## src/rtl/core/pif_pkg.sv

```systemverilog
// Shared types, constants and byte functions for the PNG IDAT chunk framer.
package pif_pkg;

	// Configuration register indexes
	typedef enum logic [0:0] {
		REG_TOTAL_LENGTH = 1'b0,
		REG_MAX_CHUNK    = 1'b1
	} reg_idx_t;

	localparam int unsigned CFG_W     = 32;
	localparam int unsigned LEN_W     = 31;
	localparam int unsigned IDX_W     = 4;

	localparam logic [LEN_W-1:0] MAX_CHUNK_RESET = 31'd8192;
	localparam logic [31:0]      CRC_INIT        = 32'hFFFF_FFFF;
	localparam logic [31:0]      CRC_POLY        = 32'hEDB8_8320;

	localparam logic [IDX_W-1:0] HDR_LAST_IDX  = 4'd7;
	localparam logic [IDX_W-1:0] CRC_LAST_IDX  = 4'd3;
	localparam logic [IDX_W-1:0] IEND_LAST_IDX = 4'd11;

	// Work descriptor handed from the front to the back
	typedef struct packed {
		logic             hdr;      // open a chunk: length and tag first
		logic             data;     // carries a payload byte
		logic             crc;      // chunk closes after the payload byte
		logic             iend;     // stream closes: IEND trailer last
		logic [LEN_W-1:0] len;      // chunk length for the header
		logic [7:0]       payload;
	} desc_t;

	// Byte sequencer states
	typedef enum logic [3:0] {
		ST_HDR  = 4'b0001,
		ST_DATA = 4'b0010,
		ST_CRC  = 4'b0100,
		ST_IEND = 4'b1000
	} seq_state_t;

	// Reflected CRC-32, one byte folded in
	function automatic logic [31:0] crc_byte(input logic [31:0] crc, input logic [7:0] b);
		logic [31:0] c;
		c = crc ^ {24'd0, b};
		for (int k = 0; k < 8; k++) begin
			c = c[0] ? ((c >> 1) ^ CRC_POLY) : (c >> 1);
		end
		return c;
	endfunction

	// Big-endian byte pick, index 0 is the most significant byte
	function automatic logic [7:0] be_byte(input logic [31:0] v, input logic [1:0] i);
		logic [7:0] r;
		case (i)
			2'd0:    r = v[31:24];
			2'd1:    r = v[23:16];
			2'd2:    r = v[15:8];
			default: r = v[7:0];
		endcase
		return r;
	endfunction

	// "IDAT"
	function automatic logic [7:0] idat_tag_byte(input logic [1:0] i);
		logic [7:0] r;
		case (i)
			2'd0:    r = 8'd73;
			2'd1:    r = 8'd68;
			2'd2:    r = 8'd65;
			default: r = 8'd84;
		endcase
		return r;
	endfunction

	// Complete IEND chunk: zero length, tag, CRC
	function automatic logic [7:0] iend_byte(input logic [IDX_W-1:0] i);
		logic [7:0] r;
		case (i)
			4'd4:    r = 8'd73;
			4'd5:    r = 8'd69;
			4'd6:    r = 8'd78;
			4'd7:    r = 8'd68;
			4'd8:    r = 8'd174;
			4'd9:    r = 8'd66;
			4'd10:   r = 8'd96;
			4'd11:   r = 8'd130;
			default: r = 8'd0;
		endcase
		return r;
	endfunction

endpackage

```

## src/rtl/core/pif_front.sv

```systemverilog
// Front end: holds configuration, tracks stream and chunk counts, classifies each input byte.
module pif_front (
	input  logic                       clk,
	input  logic                       arst_n,
	input  logic                       cfg_we,
	input  logic [0:0]                 cfg_index,
	input  logic [pif_pkg::CFG_W-1:0]  cfg_data,
	input  logic                       push,
	input  logic                       full,
	input  logic [7:0]                 data_byte,
	output logic                       q_wr,
	output pif_pkg::desc_t             q_desc
);

	logic [pif_pkg::LEN_W-1:0]  max_chunk_q;
	logic [31:0]                bytes_rem_q;
	logic [pif_pkg::LEN_W-1:0]  chunk_rem_q;
	logic                       finished_q;

	logic                       accept;
	logic                       has_data;
	logic                       open_chunk;
	logic [pif_pkg::LEN_W-1:0]  lim;
	logic [pif_pkg::LEN_W-1:0]  len;
	logic [pif_pkg::LEN_W-1:0]  chunk_next;
	logic [31:0]                bytes_next;

	assign accept = push && !full;

	// Classify the byte against the current counts
	always_comb begin
		has_data   = (bytes_rem_q != 32'd0);
		open_chunk = has_data && (chunk_rem_q == '0);
		lim        = (max_chunk_q == '0) ? {{(pif_pkg::LEN_W-1){1'b0}}, 1'b1} : max_chunk_q;
		len        = (bytes_rem_q < {1'b0, lim}) ? bytes_rem_q[pif_pkg::LEN_W-1:0] : lim;
		chunk_next = open_chunk ? (len - 1'b1)
		           : (has_data ? (chunk_rem_q - 1'b1) : chunk_rem_q);
		bytes_next = has_data ? (bytes_rem_q - 32'd1) : bytes_rem_q;

		q_desc.hdr     = open_chunk;
		q_desc.data    = has_data;
		q_desc.crc     = has_data && (chunk_next == '0);
		q_desc.iend    = (bytes_next == 32'd0);
		q_desc.len     = len;
		q_desc.payload = data_byte;
	end

	// Nothing is queued once the descriptor carrying the trailer was queued
	assign q_wr = accept && !finished_q;

	// Configuration and stream counters
	always_ff @(posedge clk or negedge arst_n) begin
		if (!arst_n) begin
			max_chunk_q <= pif_pkg::MAX_CHUNK_RESET;
			bytes_rem_q <= '0;
			chunk_rem_q <= '0;
			finished_q  <= 1'b0;
		end else if (cfg_we) begin
			unique case (cfg_index)
				pif_pkg::REG_TOTAL_LENGTH: begin
					bytes_rem_q <= cfg_data;
					chunk_rem_q <= '0;
					finished_q  <= 1'b0;
				end
				pif_pkg::REG_MAX_CHUNK: begin
					max_chunk_q <= cfg_data[pif_pkg::LEN_W-1:0];
				end
				default: begin
				end
			endcase
		end else if (q_wr) begin
			bytes_rem_q <= bytes_next;
			chunk_rem_q <= chunk_next;
			if (q_desc.iend) begin
				finished_q <= 1'b1;
			end
		end
	end

endmodule

```

## src/rtl/core/pif_queue.sv

```systemverilog
// Short descriptor queue between the front and the back.
module pif_queue #(
	parameter int unsigned DEPTH = 4
) (
	input  logic           clk,
	input  logic           arst_n,
	input  logic           wr,
	input  pif_pkg::desc_t wr_desc,
	output logic           full,
	input  logic           rd,
	output pif_pkg::desc_t rd_desc,
	output logic           empty
);

	localparam int unsigned AW = (DEPTH > 1) ? $clog2(DEPTH) : 1;
	localparam int unsigned CW = $clog2(DEPTH + 1);
	localparam logic [AW-1:0] LAST_PTR = AW'(DEPTH - 1);
	localparam logic [CW-1:0] FULL_CNT = CW'(DEPTH);

	pif_pkg::desc_t   mem_q [DEPTH];
	logic [AW-1:0]    wr_ptr_q;
	logic [AW-1:0]    rd_ptr_q;
	logic [CW-1:0]    count_q;
	logic             do_wr;
	logic             do_rd;

	assign full    = (count_q == FULL_CNT);
	assign empty   = (count_q == '0);
	assign do_wr   = wr && !full;
	assign do_rd   = rd && !empty;
	assign rd_desc = mem_q[rd_ptr_q];

	// Pointers and fill count
	always_ff @(posedge clk or negedge arst_n) begin
		if (!arst_n) begin
			wr_ptr_q <= '0;
			rd_ptr_q <= '0;
			count_q  <= '0;
		end else begin
			if (do_wr) begin
				wr_ptr_q <= (wr_ptr_q == LAST_PTR) ? '0 : wr_ptr_q + 1'b1;
			end
			if (do_rd) begin
				rd_ptr_q <= (rd_ptr_q == LAST_PTR) ? '0 : rd_ptr_q + 1'b1;
			end
			if (do_wr && !do_rd) begin
				count_q <= count_q + 1'b1;
			end else if (do_rd && !do_wr) begin
				count_q <= count_q - 1'b1;
			end
		end
	end

	// Entry storage
	always_ff @(posedge clk) begin
		if (do_wr) begin
			mem_q[wr_ptr_q] <= wr_desc;
		end
	end

endmodule

```

## src/rtl/core/pif_back.sv

```systemverilog
// Back end: expands each descriptor into framed bytes, runs the chunk CRC, holds the output register.
module pif_back (
	input  logic           clk,
	input  logic           arst_n,
	input  logic           q_empty,
	input  pif_pkg::desc_t q_desc,
	output logic           q_rd,
	input  logic           pop,
	output logic           empty,
	output logic [7:0]     out_byte,
	output logic           last_of_run,
	output logic           stream_done
);

	pif_pkg::desc_t              cur_q;
	logic                        cur_valid_q;
	pif_pkg::seq_state_t         state_q;
	logic [pif_pkg::IDX_W-1:0]   idx_q;
	logic [31:0]                 crc_q;

	logic                        out_valid_q;
	logic [7:0]                  out_byte_q;
	logic                        out_last_q;
	logic                        out_done_q;

	logic                        adv;
	logic                        load;
	logic [7:0]                  emit_byte;
	logic                        emit_last;
	logic                        emit_done;
	logic                        upd_crc;
	pif_pkg::seq_state_t         state_nx;
	logic [pif_pkg::IDX_W-1:0]   idx_nx;
	pif_pkg::seq_state_t         start_state;

	// Emit one byte whenever a descriptor is held and the output register is free or being drained
	assign adv  = cur_valid_q && (!out_valid_q || pop);
	assign load = !q_empty && (!cur_valid_q || (adv && emit_last));
	assign q_rd = load;

	assign start_state = q_desc.hdr  ? pif_pkg::ST_HDR
	                   : (q_desc.data ? pif_pkg::ST_DATA : pif_pkg::ST_IEND);

	// Byte sequencer
	always_comb begin
		emit_byte = '0;
		emit_last = 1'b0;
		emit_done = 1'b0;
		upd_crc   = 1'b0;
		state_nx  = state_q;
		idx_nx    = idx_q + 1'b1;
		unique case (state_q)
			pif_pkg::ST_HDR: begin
				upd_crc   = idx_q[2];
				emit_byte = idx_q[2] ? pif_pkg::idat_tag_byte(idx_q[1:0])
				                     : pif_pkg::be_byte({1'b0, cur_q.len}, idx_q[1:0]);
				if (idx_q == pif_pkg::HDR_LAST_IDX) begin
					state_nx = pif_pkg::ST_DATA;
					idx_nx   = '0;
				end
			end
			pif_pkg::ST_DATA: begin
				upd_crc   = 1'b1;
				emit_byte = cur_q.payload;
				idx_nx    = '0;
				if (cur_q.crc) begin
					state_nx = pif_pkg::ST_CRC;
				end else if (cur_q.iend) begin
					state_nx = pif_pkg::ST_IEND;
				end else begin
					emit_last = 1'b1;
				end
			end
			pif_pkg::ST_CRC: begin
				emit_byte = pif_pkg::be_byte(~crc_q, idx_q[1:0]);
				if (idx_q == pif_pkg::CRC_LAST_IDX) begin
					idx_nx = '0;
					if (cur_q.iend) begin
						state_nx = pif_pkg::ST_IEND;
					end else begin
						emit_last = 1'b1;
					end
				end
			end
			pif_pkg::ST_IEND: begin
				emit_byte = pif_pkg::iend_byte(idx_q);
				if (idx_q == pif_pkg::IEND_LAST_IDX) begin
					emit_last = 1'b1;
					emit_done = 1'b1;
				end
			end
			default: begin
			end
		endcase
	end

	// Sequencer control
	always_ff @(posedge clk or negedge arst_n) begin
		if (!arst_n) begin
			cur_valid_q <= 1'b0;
			state_q     <= pif_pkg::ST_IEND;
			idx_q       <= '0;
			out_valid_q <= 1'b0;
		end else begin
			if (load) begin
				cur_valid_q <= 1'b1;
				state_q     <= start_state;
				idx_q       <= '0;
			end else if (adv) begin
				cur_valid_q <= !emit_last;
				state_q     <= state_nx;
				idx_q       <= idx_nx;
			end
			if (adv) begin
				out_valid_q <= 1'b1;
			end else if (pop) begin
				out_valid_q <= 1'b0;
			end
		end
	end

	// Descriptor, CRC and output payload
	always_ff @(posedge clk) begin
		if (load) begin
			cur_q <= q_desc;
		end
		if (load && q_desc.hdr) begin
			crc_q <= pif_pkg::CRC_INIT;
		end else if (adv && upd_crc) begin
			crc_q <= pif_pkg::crc_byte(crc_q, emit_byte);
		end
		if (adv) begin
			out_byte_q <= emit_byte;
			out_last_q <= emit_last;
			out_done_q <= emit_done;
		end
	end

	assign empty       = !out_valid_q;
	assign out_byte    = out_byte_q;
	assign last_of_run = out_last_q;
	assign stream_done = out_done_q;

	// Trailer end always closes the run
	a_done_is_last: assert property (@(posedge clk) disable iff (!arst_n)
		out_valid_q && out_done_q |-> out_last_q)
		else $error("stream_done without last_of_run");

	// Header bytes only for descriptors that open a chunk
	a_hdr_needs_flag: assert property (@(posedge clk) disable iff (!arst_n)
		cur_valid_q && (state_q == pif_pkg::ST_HDR) |-> cur_q.hdr)
		else $error("header sequence without chunk open");

	// CRC bytes only when the chunk closes
	a_crc_needs_flag: assert property (@(posedge clk) disable iff (!arst_n)
		cur_valid_q && (state_q == pif_pkg::ST_CRC) |-> cur_q.crc)
		else $error("CRC sequence without chunk close");

	// Byte index stays inside the trailer
	a_idx_range: assert property (@(posedge clk) disable iff (!arst_n)
		cur_valid_q |-> (idx_q <= pif_pkg::IEND_LAST_IDX))
		else $error("byte index out of range");

	// A stalled result holds its byte
	a_hold_on_stall: assert property (@(posedge clk) disable iff (!arst_n)
		out_valid_q && !pop |=> out_valid_q && $stable(out_byte_q))
		else $error("result changed while stalled");

endmodule

```

## src/rtl/core/png_idat_chunk_framer.sv

```systemverilog
// Top level of the PNG IDAT chunk framer: front classifier, descriptor queue, byte sequencer.
// Usage: write total_length (this restarts the stream) and max_chunk_length while idle,
// then push compressed payload bytes; the result side delivers the framed byte stream
// (per-chunk 4-byte length, "IDAT", payload, big-endian CRC-32) followed by the IEND chunk.
// Input bytes are taken one per cycle as long as the descriptor queue has room. The byte
// sequencer in the back end emits at most one output byte per cycle, and only while the
// output register is free or being popped; an input byte yields its payload byte, plus 8
// header bytes when it opens a chunk, plus 4 CRC bytes when it closes one, plus 12 IEND
// bytes when it ends the stream (up to 25); a byte that meets an empty stream yields only
// the 12 IEND bytes. Header and trailer bursts are absorbed by the QUEUE_DEPTH-entry queue;
// longer bursts back-pressure through full. With a total length of zero the first pushed
// byte is dropped and yields only IEND; bytes pushed after IEND are accepted and dropped.
module png_idat_chunk_framer #(
	parameter int unsigned QUEUE_DEPTH = 4
) (
	input  logic                       clk,
	input  logic                       arst_n,
	input  logic                       cfg_we,
	input  logic [0:0]                 cfg_index,
	input  logic [pif_pkg::CFG_W-1:0]  cfg_data,
	input  logic                       push,
	output logic                       full,
	input  logic [7:0]                 data_byte,
	output logic                       empty,
	input  logic                       pop,
	output logic [7:0]                 out_byte,
	output logic                       last_of_run,
	output logic                       stream_done
);

	logic           q_wr;
	logic           q_rd;
	logic           q_empty;
	pif_pkg::desc_t wr_desc;
	pif_pkg::desc_t rd_desc;

	pif_front u_front (
		.clk       (clk),
		.arst_n    (arst_n),
		.cfg_we    (cfg_we),
		.cfg_index (cfg_index),
		.cfg_data  (cfg_data),
		.push      (push),
		.full      (full),
		.data_byte (data_byte),
		.q_wr      (q_wr),
		.q_desc    (wr_desc)
	);

	pif_queue #(
		.DEPTH (QUEUE_DEPTH)
	) u_queue (
		.clk     (clk),
		.arst_n  (arst_n),
		.wr      (q_wr),
		.wr_desc (wr_desc),
		.full    (full),
		.rd      (q_rd),
		.rd_desc (rd_desc),
		.empty   (q_empty)
	);

	pif_back u_back (
		.clk         (clk),
		.arst_n      (arst_n),
		.q_empty     (q_empty),
		.q_desc      (rd_desc),
		.q_rd        (q_rd),
		.pop         (pop),
		.empty       (empty),
		.out_byte    (out_byte),
		.last_of_run (last_of_run),
		.stream_done (stream_done)
	);

endmodule

```

## config.mk

```make
export PLATFORM = sky130hd
export DESIGN_NAME = png_idat_chunk_framer
export DESIGN_NICKNAME = d
export VERILOG_FILES = /design/src/rtl/core/pif_pkg.sv /design/src/rtl/core/pif_front.sv /design/src/rtl/core/pif_queue.sv /design/src/rtl/core/pif_back.sv /design/src/rtl/core/png_idat_chunk_framer.sv
export SDC_FILE = /design/constraint.sdc
export NUM_CORES = 1
export LEC_CHECK = 0
export ABC_AREA = 1
export BUFFER_PORTS_ARGS = -buffer_cell sky130_fd_sc_hd__buf_4
export CORE_MARGIN = 2
export CORE_UTILIZATION = 40
export DETAILED_ROUTE_END_ITERATION = 16
export PLACE_DENSITY = 0.59
export SLEW_MARGIN = 0
export SYNTH_ARGS = -nofsm -noshare
export SYNTH_HDL_FRONTEND = slang
export SYNTH_SLANG_ARGS = --single-unit
```

## constraint.sdc

```tcl
create_clock -name clk -period 3.7 [get_ports clk]
set_clock_uncertainty 0.2 [all_clocks]
set_input_delay 0.185 -clock clk [delete_from_list [all_inputs] [get_ports clk]]
set_output_delay 0.185 -clock clk [all_outputs]
set_load 0.05 [all_outputs]
```

==> summary.md <==
| Metric | Value |
|---|---|
| Top-area cell type share of the netlist area | 33.9% |
| Clock share of power | 23.0% |
| Hpwl dp | 44.3 mm |
| Root buf cell | clkbuf_16 |
| Top delay family on crit path | simple AND/OR/NAND/NOR gates |
| Hold Fails Final Rpt | 0 |
| Worst hold slack | 0.0664 ns |
| Final Power | 0.0190 W |
| Violated checks | setup timing |
| Unrepaired setup endpoints after global routing | true |
| Number of H-tree levels | 2 |
| Core ar. | 48,800 um2 |
| Reg clk slew, reported paths | 0.06 ns |
| First-pass GRT wire length | 96.5 mm |
| Setup tns final | -0.518 ns |
| Reg power frac | 30.2% |
| CP Class | reg -> reg |
| Post-synth EDFFs | 223 |
| 1st-iter DRT viols | 1,273 |
| Status | finished with violations |
| Grt ovf | 0 |
| Worst EP arrival | 4.06 ns |
| Async S/R FF share, synth | 30.5% |
| # diodes | 0 |
| Pwr Density | 712 nW/um2 |
| CTS tree | yes |
| Vias in the first global route | 17,431 |
| WP data required | 3.93 ns |
| Post-synthesis net count | 2,339 |
| Pint | 0.0117 W |
| Detail Route Antenna Nets | 0 |
| Max Cap Viol | 0 |
| Slowest cell on the critical path | dfrtp_1 |
| Cell mode on critical path | nand2_1 |
| Final Cycle Share | 104% |
| Final setup viols | 4 |
| Row cnt | 81 |
| Starting Density | 40.5% |
| Gate Count Post-Synth | 2,247 |
| Most frequent cell after synthesis | nand2_1 |
| Yosys reg bits | 367 |
| Sw power | 0.00736 W |
| Worst-Skew Late Latency | 0.59 ns |
| Die H | 226 um |
| Total GRT Usage | 24.4% |
| Total clock buffers created by CTS | 41 |
| Rel. slew slack | 19.8% |
| Final worst path period need | 3.83 ns |
| Post-synth top cells | nand2_1, nor2_1, edfxtp_1 |
| # IOs | 58 |
| Max stage delay on crit path | 0.40 ns |
| Final setup margin | -0.132 ns |
| Nets | 2,772 |
| WL final | 62.5 mm |
| Die area | 51,200 um2 |
| Initial antenna violation count | 0 |
| Final routed DRC violation total | 0 |
| Largest area contributor in the netlist | edfxtp_1 |
| Drt via density | 5.23 |
| Post-synth top flop | edfxtp_1 |
| HP Class | in -> async |
| Pleak | 11.3 nW |
| CP endpoint kind | flip-flop |
| Synth area leaders | edfxtp_1, dfrtp_1, nand2_1 |
| Sw frac | 38.6% |
| Largest net degree at the start of global routing | 83 |
| Via Count | 17,655 |
| Number of port buffers | 57 |
| Yosys warns | 0 |
| Logic pwr share | 46.9% |
| Share of layout cells above drive strength 1 | 29.5% |
| Crit path max fanout | 9 |
| Transition time at the pin with the least slew margin | 1.20 ns |
| Synthesized cell area | 19,800 um2 |
| Yosys cell types | 65 |
| CP Launch Type | flip-flop |
| Synth Area per Inst | 8.80 um2 |
| Max IR drop VDD | 0.397 mV |
| Area Overhead vs Synth | 35.3% |
| Post-DR wirelength/cell | 18.5 um |
| Worst path bufs/invs | 2 |
| Die Wd | 226 um |
| Sequential share of the synthesized area | 51.3% |
| Clock Path Buffers | 3 |
| Slew Viols, Final | 0 |
| Routability cong. | 0.957 |
| Fmax | 261 MHz |
| DR pass1 iterations | 5 |
| CTS Sinks | 367 |
-- sequential cells by signal, indices dropped and copies added (netlist names), 2 cells and up --
name and count:
u_queue.count_q 3, u_queue.mem_q 172, u_back.state_q 4, u_queue.rd_ptr_q 2, u_back.idx_q 4, u_front.max_chunk_q 31
u_back.crc_q 32, u_front.chunk_rem_q 31, u_queue.wr_ptr_q 2, u_back.out_byte 8, u_back.cur_q 41, u_front.bytes_rem_q 32
-- metal layers --
metal | routed length, um | vias up | global-route usage [%] | share of wire [%]
li1 | - | 8516 | - | -
met1 | 26700 | 8559 | 30.9 | 43
met2 | 30900 | 462 | 43.0 | 49
met3 | 2840 | 118 | 2.77 | 4.5
met4 | 2080 | 0 | 8.70 | 3.3
met5 | 0 | - | 0 | 0
-- power groups by stage --
stage	Sequential, W	Clock [W]	Combinational (W)
3_5_place_dp	0.00580	0	0.00745
3_3_place_gp	0.00578	0	0.00745
6_report	0.00575	0.00437	0.00893
4_1_cts	0.00573	0.00445	0.00818
5_1_grt	0.00582	0.00463	0.00969
2_1_floorplan	0.00581	0	0.00378
-- cells by family (layout without fill, tap and decap cells) --
family                   after synthesis  in the layout  synth area share, %
AND/OR/NAND/NOR                      979            979                 21.7
AO/OA/AOI/OAI                        428            428                 12.7
flip-flops                           367            367                 51.3
buffers and inverters                326            792                 6.46
XOR/XNOR                              98             98                 4.68
adder cells (fa/ha/maj)               46             46                 2.95
multiplexers                           3              3                0.171
-- placed cells by master (no fill, tap or decap), drive strengths merged, types with 46 or more instances in the layout --
master         n
inv          240
buf          425
nand3        137
o22ai         90
a21oi         78
nand2        435
edfxtp       223
o21ai        177
clkbuf        52
nor2         328
dlygate4sd3   46
dfrtp        110
xor2          89
-- repair_timing --
item	in CTS	in global routing
setup endpoints to repair	24	48
resized for setup	148	165
cloned	4	0
setup buffers	17	39
hold buffers	46	0
pin swaps	29	89
hold endpoints to repair	156	0
-- worst paths after layout --
| kind | start | to | slack (ns) | depth (start not counted) |
|---|---|---|---|---|
| hold / removal | arst_n | u_front.max_chunk_q[23] | 0.07 | 2 |
| setup / recovery | u_front.max_chunk_q[3] | u_queue.mem_q[3][40] | -0.13 | 31 |
| max in group asynchronous | arst_n | u_front.chunk_rem_q[30] | 2.44 | 3 |
| min in group clk | data_byte[6] | u_queue.mem_q[3][6] | 0.15 | 2 |
| hold reg to reg | u_back.crc_q[26] | u_back.crc_q[26] | 0.28 | 2 |
| setup reg to reg | u_front.max_chunk_q[3] | u_queue.mem_q[3][40] | -0.13 | 31 |
-- layout make-up --
| type | instances | area [um2] |
|---|---|---|
| clock buffer | 52 | 1090 |
| clock inverter | 24 | 352 |
| fill | 4380 | 22100 |
| inverter | 244 | 923 |
| multi-input combinational | 1554 | 9470 |
| sequential | 367 | 10100 |
| tap | 664 | 831 |
| timing repair buffer | 472 | 3930 |
-- worst reg2reg max path, delay by kind of cell (launching register included) --
family / cells / cell delay [ns]
AND/OR/NAND/NOR: 28 / 2.68
flip-flops: 1 / 0.40
buffers and inverters: 2 / 0.25
AO/OA/AOI/OAI: 1 / 0.16
-- metrics by stage --
stage | area, um2 | setup slack, ns | utilization [%] | instances
2_1_floorplan | 19800 | -0.00991 | - | 2247
3_3_place_gp | 23100 | -0.421 | 47.4 | 3198
3_5_place_dp | 23100 | -0.489 | 47.4 | 3198
4_1_cts | 25800 | -0.0636 | 52.9 | 3341
5_1_grt | 26700 | -0.304 | 54.8 | 3377
6_report | 26700 | -0.132 | 54.8 | 3377
Note: power is estimated with default switching activity, not from simulation.
